<file path="config.mk">
export PLATFORM = sky130hd
export DESIGN_NAME = debounced_input_event_scanner_unit
export DESIGN_NICKNAME = d
export VERILOG_FILES = /design/src/rtl/dbes_pkg.sv /design/src/rtl/dbes_chan.sv /design/src/rtl/dbes_ovl.sv /design/src/rtl/dbes_evq.sv /design/src/rtl/debounced_input_event_scanner_unit.sv
export SDC_FILE = /design/constraint.sdc
export NUM_CORES = 2
export LEC_CHECK = 0
export ABC_AREA = 0
export BUFFER_PORTS_ARGS = -buffer_cell sky130_fd_sc_hd__buf_2
export CAP_MARGIN = 40
export CORE_ASPECT_RATIO = 0.75
export CORE_MARGIN = 3
export CORE_UTILIZATION = 50
export CTS_BUF_LIST = sky130_fd_sc_hd__clkbuf_8
export DETAILED_ROUTE_END_ITERATION = 8
export GPL_ROUTABILITY_DRIVEN = 1
export PLACE_DENSITY = 0.72
export SYNTH_ARGS = -nofsm -noshare
export SYNTH_HDL_FRONTEND = slang
export SYNTH_SLANG_ARGS = --single-unit
export TNS_END_PERCENT = 1
</file>
<file path="constraint.sdc">
create_clock -name i_clk -period 8.14 [get_ports i_clk]
set_clock_uncertainty 0.05 [all_clocks]
set_input_delay 1.628 -clock i_clk [delete_from_list [all_inputs] [get_ports i_clk]]
set_output_delay 1.628 -clock i_clk [all_outputs]
set_load 0.1 [all_outputs]
</file>
<file path="src/rtl/dbes_pkg.sv">
// Shared types, event codes and register indexes for the debounced input
// event scanner. No dependencies.
`default_nettype none
package dbes_pkg;

    localparam int NUM_CH   = 8;
    localparam int NUM_EV   = NUM_CH + 1;   // channels, then overload
    localparam int EV_IDX_W = $clog2(NUM_EV);

    // Event codes
    localparam logic [3:0] EV_REQ_GROUND    = 4'd0;
    localparam logic [3:0] EV_REQ_FLOOR2    = 4'd1;
    localparam logic [3:0] EV_EMERG_ON      = 4'd2;
    localparam logic [3:0] EV_EMERG_OFF     = 4'd3;
    localparam logic [3:0] EV_DOOR_CLOSED   = 4'd4;
    localparam logic [3:0] EV_DOOR_OPEN     = 4'd5;
    localparam logic [3:0] EV_ARRIVE_GROUND = 4'd6;
    localparam logic [3:0] EV_ARRIVE_FLOOR2 = 4'd7;
    localparam logic [3:0] EV_OVERLOAD_ON   = 4'd8;
    localparam logic [3:0] EV_OVERLOAD_OFF  = 4'd9;

    // Configuration register indexes
    localparam logic [1:0] CFG_DEBOUNCE   = 2'd0;
    localparam logic [1:0] CFG_THRESHOLD  = 2'd1;
    localparam logic [1:0] CFG_HYSTERESIS = 2'd2;

    // Channels that also report a release (stable level back to 1)
    localparam logic [NUM_CH-1:0] CH_REPORTS_HIGH = 8'b0011_0000;

    // Events raised by one scan, handed to the event queue
    typedef struct packed {
        logic [NUM_EV-1:0]  mask;     // one bit per event source
        logic [NUM_CH-1:0]  levels;   // new stable level per channel
        logic               ovl_on;   // overload event direction
        logic signed [31:0] load;     // load sample for the overload event
    } t_scan_events;

    // Event code of a channel's stable edge to the given level
    function automatic logic [3:0] chan_code(input logic [2:0] ch, input logic lvl);
        logic [3:0] code;
        case (ch)
            3'd0, 3'd1: code = EV_REQ_GROUND;
            3'd2, 3'd3: code = EV_REQ_FLOOR2;
            3'd4:       code = lvl ? EV_EMERG_OFF : EV_EMERG_ON;
            3'd5:       code = lvl ? EV_DOOR_OPEN : EV_DOOR_CLOSED;
            3'd6:       code = EV_ARRIVE_GROUND;
            3'd7:       code = EV_ARRIVE_FLOOR2;
            default:    code = EV_REQ_GROUND;
        endcase
        return code;
    endfunction

endpackage
`default_nettype wire

</file>
<file path="src/rtl/dbes_chan.sv">
// One debounce lane: candidate level, stable level and change time.
// Depends on nothing outside itself.
`default_nettype none
module dbes_chan (
    input  wire logic        i_clk,
    input  wire logic        i_rst_n,
    input  wire logic        i_en,
    input  wire logic        i_level,
    input  wire logic [31:0] i_now,
    input  wire logic [15:0] i_debounce,
    output logic             o_edge,
    output logic             o_stable
);
    logic        r_cand, r_stable;
    logic [31:0] r_time;
    logic [31:0] elapsed;
    logic        cand_change;

    assign cand_change = (i_level != r_cand);
    assign elapsed     = i_now - r_time;     // wraps mod 2^32
    assign o_edge      = !cand_change && (i_level != r_stable)
                         && (elapsed >= {16'd0, i_debounce});
    assign o_stable    = i_level;

    always_ff @(posedge i_clk) begin
        if (!i_rst_n) begin
            r_cand   <= 1'b1;
            r_stable <= 1'b1;
            r_time   <= '0;
        end else if (i_en) begin
            if (cand_change) begin
                r_cand <= i_level;
                r_time <= i_now;
            end else if (o_edge) begin
                r_stable <= i_level;
            end
        end
    end
endmodule
`default_nettype wire

</file>
<file path="src/rtl/dbes_ovl.sv">
// Overload detector with hysteresis on the load sample.
// Depends on nothing outside itself.
`default_nettype none
module dbes_ovl (
    input  wire logic               i_clk,
    input  wire logic               i_rst_n,
    input  wire logic               i_en,
    input  wire logic               i_load_ready,
    input  wire logic signed [31:0] i_load,
    input  wire logic        [23:0] i_thr,
    input  wire logic        [15:0] i_hyst,
    output logic                    o_on,
    output logic                    o_off
);
    logic               r_active;
    logic signed [33:0] grams, thr, off;

    assign grams = 34'(i_load);
    assign thr   = $signed({10'd0, i_thr});
    assign off   = thr - $signed({18'd0, i_hyst});

    assign o_on  = i_load_ready && !r_active && (grams >= thr);
    assign o_off = i_load_ready &&  r_active && (grams <  off);

    always_ff @(posedge i_clk) begin
        if (!i_rst_n) begin
            r_active <= 1'b0;
        end else if (i_en) begin
            if (o_on)       r_active <= 1'b1;
            else if (o_off) r_active <= 1'b0;
        end
    end
endmodule
`default_nettype wire

</file>
<file path="src/rtl/dbes_evq.sv">
// Event queue: holds the events of one scan and sends them out one per
// cycle while ready, lowest source first, via an output register. Uses dbes_pkg.
`default_nettype none
module dbes_evq
    import dbes_pkg::*;
(
    input  wire logic               i_clk,
    input  wire logic               i_rst_n,
    input  wire logic               i_load,      // scan processed this cycle
    input  wire t_scan_events       i_scan,
    output logic                    o_free,      // queue can take a scan now
    output logic                    o_valid,
    input  wire logic               i_ready,
    output logic             [3:0]  o_code,
    output logic signed      [31:0] o_value,
    output logic                    o_last
);
    logic [NUM_EV-1:0]   r_pend, n_pend, lowest, pend_after;
    logic [NUM_CH-1:0]   r_levels;
    logic                r_ovl_on;
    logic signed [31:0]  r_load;
    logic                r_valid;
    logic                out_load;
    logic [EV_IDX_W-1:0] idx;
    logic [3:0]          code;

    assign out_load   = (|r_pend) && (!r_valid || i_ready);
    assign lowest     = r_pend & (~r_pend + 1'b1);
    assign pend_after = out_load ? (r_pend & ~lowest) : r_pend;
    assign o_free     = (pend_after == '0);
    assign n_pend     = i_load ? i_scan.mask : pend_after;

    always_comb begin
        idx = '0;
        for (int i = NUM_EV - 1; i >= 0; i--) begin
            if (r_pend[i]) idx = EV_IDX_W'(i);
        end
    end

    always_comb begin
        if (idx == EV_IDX_W'(NUM_CH))
            code = r_ovl_on ? EV_OVERLOAD_ON : EV_OVERLOAD_OFF;
        else
            code = chan_code(idx[2:0], r_levels[idx[2:0]]);
    end

    always_ff @(posedge i_clk) begin
        if (!i_rst_n) begin
            r_pend  <= '0;
            r_valid <= 1'b0;
        end else begin
            r_pend <= n_pend;
            if (out_load)     r_valid <= 1'b1;
            else if (i_ready) r_valid <= 1'b0;
        end
    end

    always_ff @(posedge i_clk) begin
        if (i_load) begin
            r_levels <= i_scan.levels;
            r_ovl_on <= i_scan.ovl_on;
            r_load   <= i_scan.load;
        end
        if (out_load) begin
            o_code  <= code;
            o_value <= (idx == EV_IDX_W'(NUM_CH)) ? r_load : 32'sd0;
            o_last  <= (pend_after == '0);
        end
    end

    assign o_valid = r_valid;
endmodule
`default_nettype wire

</file>
<file path="src/rtl/debounced_input_event_scanner_unit.sv">
// Top level of the debounced input event scanner: input register, eight
// debounce lanes, overload detector and event queue. Uses dbes_pkg,
// dbes_chan, dbes_ovl and dbes_evq.
//
// Usage:
//  - Scan channel (i_in_valid / o_in_ready): one transfer per scan with the
//    millisecond time, eight active-low pin levels and an optional load.
//  - Event channel (o_out_valid / i_out_ready): one transfer per event, in
//    channel order then overload; o_last_event marks a scan's final event.
//    A scan that raises no event gives no transfer.
//  - Config port: i_cfg_we writes i_cfg_data to register i_cfg_index
//    (0 debounce ms, 1 overload threshold, 2 hysteresis); index 3 ignored.
//  - A scan's events pass from the input register through the queue to
//    the output register, which sends one event per cycle while i_out_ready
//    is high; a scan raises up to nine events.
//  - The input register takes a new scan while earlier events still drain.
//  - Stall: while i_out_ready is low the held event stays put, the queue
//    fills and o_in_ready drops once a scan waits in the input register.
//  - Reset (synchronous, active low): all levels released, change times 0,
//    overload off, registers at 50 ms / 300000 g / 100 g, queue empty.
`default_nettype none
module debounced_input_event_scanner_unit
    import dbes_pkg::*;
(
    input  wire logic               i_clk,
    input  wire logic               i_rst_n,
    // configuration
    input  wire logic               i_cfg_we,
    input  wire logic        [1:0]  i_cfg_index,
    input  wire logic        [23:0] i_cfg_data,
    // scan input
    input  wire logic               i_in_valid,
    output logic                    o_in_ready,
    input  wire logic        [31:0] i_now_ms,
    input  wire logic        [7:0]  i_pin_levels,
    input  wire logic               i_load_ready,
    input  wire logic signed [31:0] i_load_grams,
    // event output
    output logic                    o_out_valid,
    input  wire logic               i_out_ready,
    output logic             [3:0]  o_event_code,
    output logic signed      [31:0] o_event_value,
    output logic                    o_last_event
);
    // configuration registers
    logic [15:0] r_debounce;
    logic [23:0] r_thr;
    logic [15:0] r_hyst;

    always_ff @(posedge i_clk) begin
        if (!i_rst_n) begin
            r_debounce <= 16'd50;
            r_thr      <= 24'd300000;
            r_hyst     <= 16'd100;
        end else if (i_cfg_we) begin
            case (i_cfg_index)
                CFG_DEBOUNCE:   r_debounce <= i_cfg_data[15:0];
                CFG_THRESHOLD:  r_thr      <= i_cfg_data;
                CFG_HYSTERESIS: r_hyst     <= i_cfg_data[15:0];
                default:        ;
            endcase
        end
    end

    // input register
    logic               r_in_valid;
    logic        [31:0] r_now;
    logic        [7:0]  r_pins;
    logic               r_load_ready;
    logic signed [31:0] r_load;
    logic               proc_fire, q_free, in_fire;

    assign proc_fire  = r_in_valid && q_free;
    assign o_in_ready = !r_in_valid || proc_fire;
    assign in_fire    = i_in_valid && o_in_ready;

    always_ff @(posedge i_clk) begin
        if (!i_rst_n) begin
            r_in_valid <= 1'b0;
        end else if (o_in_ready) begin
            r_in_valid <= i_in_valid;
        end
    end

    always_ff @(posedge i_clk) begin
        if (in_fire) begin
            r_now        <= i_now_ms;
            r_pins       <= i_pin_levels;
            r_load_ready <= i_load_ready;
            r_load       <= i_load_grams;
        end
    end

    // debounce lanes
    logic [NUM_CH-1:0] ch_edge, ch_level;

    for (genvar g = 0; g < NUM_CH; g++) begin : g_chan
        dbes_chan u_chan (
            .i_clk      (i_clk),
            .i_rst_n    (i_rst_n),
            .i_en       (proc_fire),
            .i_level    (r_pins[g]),
            .i_now      (r_now),
            .i_debounce (r_debounce),
            .o_edge     (ch_edge[g]),
            .o_stable   (ch_level[g])
        );
    end

    // overload detector
    logic ovl_on, ovl_off;

    dbes_ovl u_ovl (
        .i_clk        (i_clk),
        .i_rst_n      (i_rst_n),
        .i_en         (proc_fire),
        .i_load_ready (r_load_ready),
        .i_load       (r_load),
        .i_thr        (r_thr),
        .i_hyst       (r_hyst),
        .o_on         (ovl_on),
        .o_off        (ovl_off)
    );

    // releases only count on channels that report them
    t_scan_events scan;

    always_comb begin
        scan.mask   = {ovl_on | ovl_off, ch_edge & (~ch_level | CH_REPORTS_HIGH)};
        scan.levels = ch_level;
        scan.ovl_on = ovl_on;
        scan.load   = r_load;
    end

    dbes_evq u_evq (
        .i_clk   (i_clk),
        .i_rst_n (i_rst_n),
        .i_load  (proc_fire),
        .i_scan  (scan),
        .o_free  (q_free),
        .o_valid (o_out_valid),
        .i_ready (i_out_ready),
        .o_code  (o_event_code),
        .o_value (o_event_value),
        .o_last  (o_last_event)
    );
endmodule
`default_nettype wire

</file>
==> flow_summary.json <==
{
  "avgViaCountPerCell": 5.843,
  "status": "finished clean",
  "fin_tns_setup_ns": 0,
  "power_density_nw_per_um2": 179.0,
  "vdd_drop_max_mv": 0.1681,
  "io_pins": 143,
  "area_delta_synth_final_pct": 9.874,
  "place_congestion": 0.9374,
  "clock_latency_ns": 0.72,
  "synth_top_family_by_area": "compound AO/OA/AOI/OAI gates",
  "p_leak_nw": 15.66,
  "dieArea_sq_um": 76510,
  "start_util_pct": 50.75,
  "fin_ws_ns": 2.080,
  "combPwrFrac_pct": 28.6,
  "yosys_most_used_dff": "dfxtp_1",
  "max_freq_mhz": 165.0,
  "synth_compound_area_share_pct": 23.04,
  "synth_edf_count": 145,
  "cts_resized": 0,
  "grt_remaining_overflow": 0,
  "yosysWarnings": 0,
  "cp.required_ns": 8.70,
  "syn_area_sq_um": 36600,
  "synth_fa_ha_area_share_pct": 15.81,
  "cts_root_buffer": "clkbuf_8",
  "die_h_microns": 240.3,
  "grt_pass1_wl_microns": 171900,
  "synthMuxAreaShare_pct": 0.6769,
  "wirelength_microns": 110700,
  "grt_pass1_vias": 30732,
  "relSlewSlack_pct": 41.00,
  "layout.nets": 5309,
  "p_int_mw": 4.734,
  "finalCritPeriodShare_pct": 74.45,
  "syn_nets": 5212,
  "pre_cts_slack_ns": 2.179,
  "drv_slew": 0,
  "synth-xor-area-share_pct": 4.619,
  "postCtsHoldBufs": 0,
  "maxCapViolCount": 0,
  "worst_slew_pin_slew_ns": 0.8823,
  "synth.avg_cell_area_sq_um": 7.867,
  "first_pass_iters": 6,
  "finalInstanceArea_sq_um": 40210,
  "numCtsBuffers": 85,
  "tritoncts": "built",
  "rsz0062_at_grt": "false",
  "seq_power_share_pct": 37.0,
  "setup_viol": 0,
  "startpoint_type": "flip-flop",
  "htreeDepth": 3,
  "clkPwrFrac_pct": 34.3,
  "synth_top_area_cell": "dfxtp_1",
  "finalWorstPathRequiredPeriod_ns": 6.060,
  "netlist_instances": 4652,
  "hold_viol": 0,
  "via_count": 33751,
  "die_x_microns": 318.4,
  "synthSimpleGateAreaFrac_pct": 19.05,
  "layout-drive-gt1-share_pct": 8.013,
  "grt_start_max_net_pins": 147,
  "clock-sinks": 485,
  "switching_power_mw": 2.466,
  "synth_cell_types": 86,
  "io_buffer_count": 142,
  "antenna_found_initial": 3,
  "placed_area_sq_um": 38390,
  "total_power_mw": 7.200,
  "arrival_ns": 6.62,
  "ys_ff_latch": 485,
  "postRouteAntennaNets": 0,
  "wl_per_cell_microns": 19.17,
  "fp.coreArea_sq_um": 72110,
  "cts_setup_buffers": 0,
  "hpwl_microns": 78440,
  "n_fill_cell": 6771,
  "yosys-top-cells-area": "dfxtp_1 (19%), ha_1 (15%), edfxtp_1 (12%), nand2_1 (8.6%), a21oi_1 (8.4%)",
  "hold_class": "flip-flop to flip-flop",
  "async_flop_share_pct": 0,
  "cts_buffer_depth": 3,
  "grt_use_total_pct": 28.06,
  "placementRows": 85,
  "ys_seq_area_share_pct": 30.50,
  "path_max_fanout": 9,
  "sw_frac_of_total_pct": 34.25,
  "path_clk_slew_ns": 0.07,
  "post-route-drc-count": 0,
  "crit_path_end_kind": "flip-flop",
  "critPathKind": "flip-flop to flip-flop",
  "synth_top_area_share_pct": 18.60,
  "drt_iter0_markers": 3281
}
-- logic make-up after synthesis --
family | count (synthesis)
XOR/XNOR | 193
multiplexers | 24
adder cells (fa/ha/maj) | 457
AND/OR/NAND/NOR | 1545
AO/OA/AOI/OAI | 1356
flip-flops | 485
buffers and inverters | 592
-- power by group through the flow --
| stage | clock network (mW) | registers (mW) | logic, mW |
|---|---|---|---|
| floorplan | 0 | 2.78 | 1.43 |
| global placement | 0 | 2.72 | 1.97 |
| detailed placement | 0 | 2.72 | 2.01 |
| CTS | 2.52 | 2.67 | 2.02 |
| global route | 2.63 | 2.68 | 2.29 |
| finish | 2.47 | 2.67 | 2.06 |
-- per-stage QoR --
stage	hold slack (ns)	utilization, %	std cells
3_5_place_dp	0.3963	53.24	5619
2_1_floorplan	0.3863	-	4652
4_1_cts	0.4044	55.76	5774
6_report	0.4018	55.77	5776
5_1_grt	0.4149	55.77	5776
3_3_place_gp	0.3918	52.89	5608
-- registers in the layout, indices dropped and copies added (netlist names), 4 cells and up --
signal / cells
g_chan.u_chan.r_cand: 8
g_chan.u_chan.r_stable: 8
g_chan.u_chan.r_time: 256
r_debounce: 16
r_hyst: 16
r_load: 32
r_now: 32
r_pins: 8
r_thr: 24
u_evq.o_code: 4
u_evq.o_value: 32
u_evq.r_load: 32
u_evq.r_pend: 9
-- per-layer routing --
layer	global-route usage [%]	part of all wire [%]	up-vias
met4	7.926	2.7	0
li1	-	-	16625
met5	0	0	-
met3	5.453	8.6	185
met2	42.62	42	1190
met1	40.51	47	15751
-- cell type report --
| class | count | area [sq um] | share of cell area (%) |
|---|---|---|---|
| Inverter | 391 | 1475 | 3.669 |
| Clock buffer | 97 | 1335 | 3.320 |
| Tap cell | 957 | 1197 | 2.978 |
| Clock inverter | 58 | 484.2 | 1.204 |
| Multi-Input combinational cell | 3575 | 23140 | 57.55 |
| Sequential cell | 485 | 11160 | 27.76 |
| Timing Repair Buffer | 211 | 1410 | 3.507 |
| Antenna cell | 2 | 5.005 | 0.01245 |
-- cell usage after synthesis (all sizes together), types with 13 or more instances --
cell / number
nand2: 840
a21oi: 611
ha: 447
inv: 390
dfxtp: 340
o21ai: 203
nor2: 200
edfxtp: 145
a21o: 136
clkbuf: 132
xnor2: 111
nand3: 89
xor2: 82
buf: 69
nand4: 66
and2: 59
nor3: 55
o21a: 47
nand2b: 46
nor2b: 46
a211oi: 42
o21bai: 39
o211ai: 35
and3: 32
a31oi: 31
nor4: 25
o31ai: 25
mux2i: 21
or2: 21
or3: 19
a2111oi: 18
o2111ai: 17
nor3b: 14
a221oi: 13
-- layout by cell type (no fill, tap or decap), drive strengths merged, types with 31 or more instances in the layout --
| master | netlist | routed |
|---|---|---|
| xnor2 | 111 | 111 |
| nand3 | 89 | 89 |
| o21ai | 203 | 203 |
| o211ai | 35 | 35 |
| nor3 | 55 | 55 |
| o21bai | 39 | 39 |
| a211oi | 42 | 42 |
| a21oi | 611 | 611 |
| a31oi | 31 | 31 |
| and3 | 32 | 32 |
| clkbuf | 132 | 97 |
| buf | 69 | 211 |
| a21o | 136 | 136 |
| inv | 390 | 414 |
| and2 | 59 | 59 |
| nand2b | 46 | 46 |
| nand2 | 840 | 840 |
| nor2 | 200 | 200 |
| xor2 | 82 | 82 |
| ha | 447 | 447 |
| nor2b | 46 | 46 |
| nand4 | 66 | 66 |
| dfxtp | 340 | 340 |
| edfxtp | 145 | 145 |
| o21a | 47 | 47 |
-- final timing paths --
check,start,endpoint,slack (ns),depth (start not counted)
worst max register to register,r_now[0],g_chan[6].u_chan.r_stable,2.08,20
worst min register to register,g_chan[7].u_chan.r_time[17],g_chan[7].u_chan.r_time[17],0.40,2
worst min-delay path,g_chan[7].u_chan.r_time[17],g_chan[7].u_chan.r_time[17],0.40,2
worst max-delay path,r_now[0],g_chan[6].u_chan.r_stable,2.08,20
-- worst max-delay path: stages (launching register included) --
cell and delay (ns):
edfxtp_1 0.53, inv_1 0.40, ha_1 0.26, inv_1 0.06, fa_1 0.41, a211oi_1 0.31, o21ai_0 0.17, a211oi_1 0.54
o31ai_1 0.16, xor2_1 0.17, ha_1 0.30, o21ai_0 0.22, o32a_1 0.17, o2111ai_1 0.14, a2111oi_0 0.54, o2111ai_1 0.20
a211oi_1 0.21, nand4_1 0.14, nor4_1 0.64, nor3b_1 0.27, nor3_1 0.07
(Power assumes the default switching activity.)
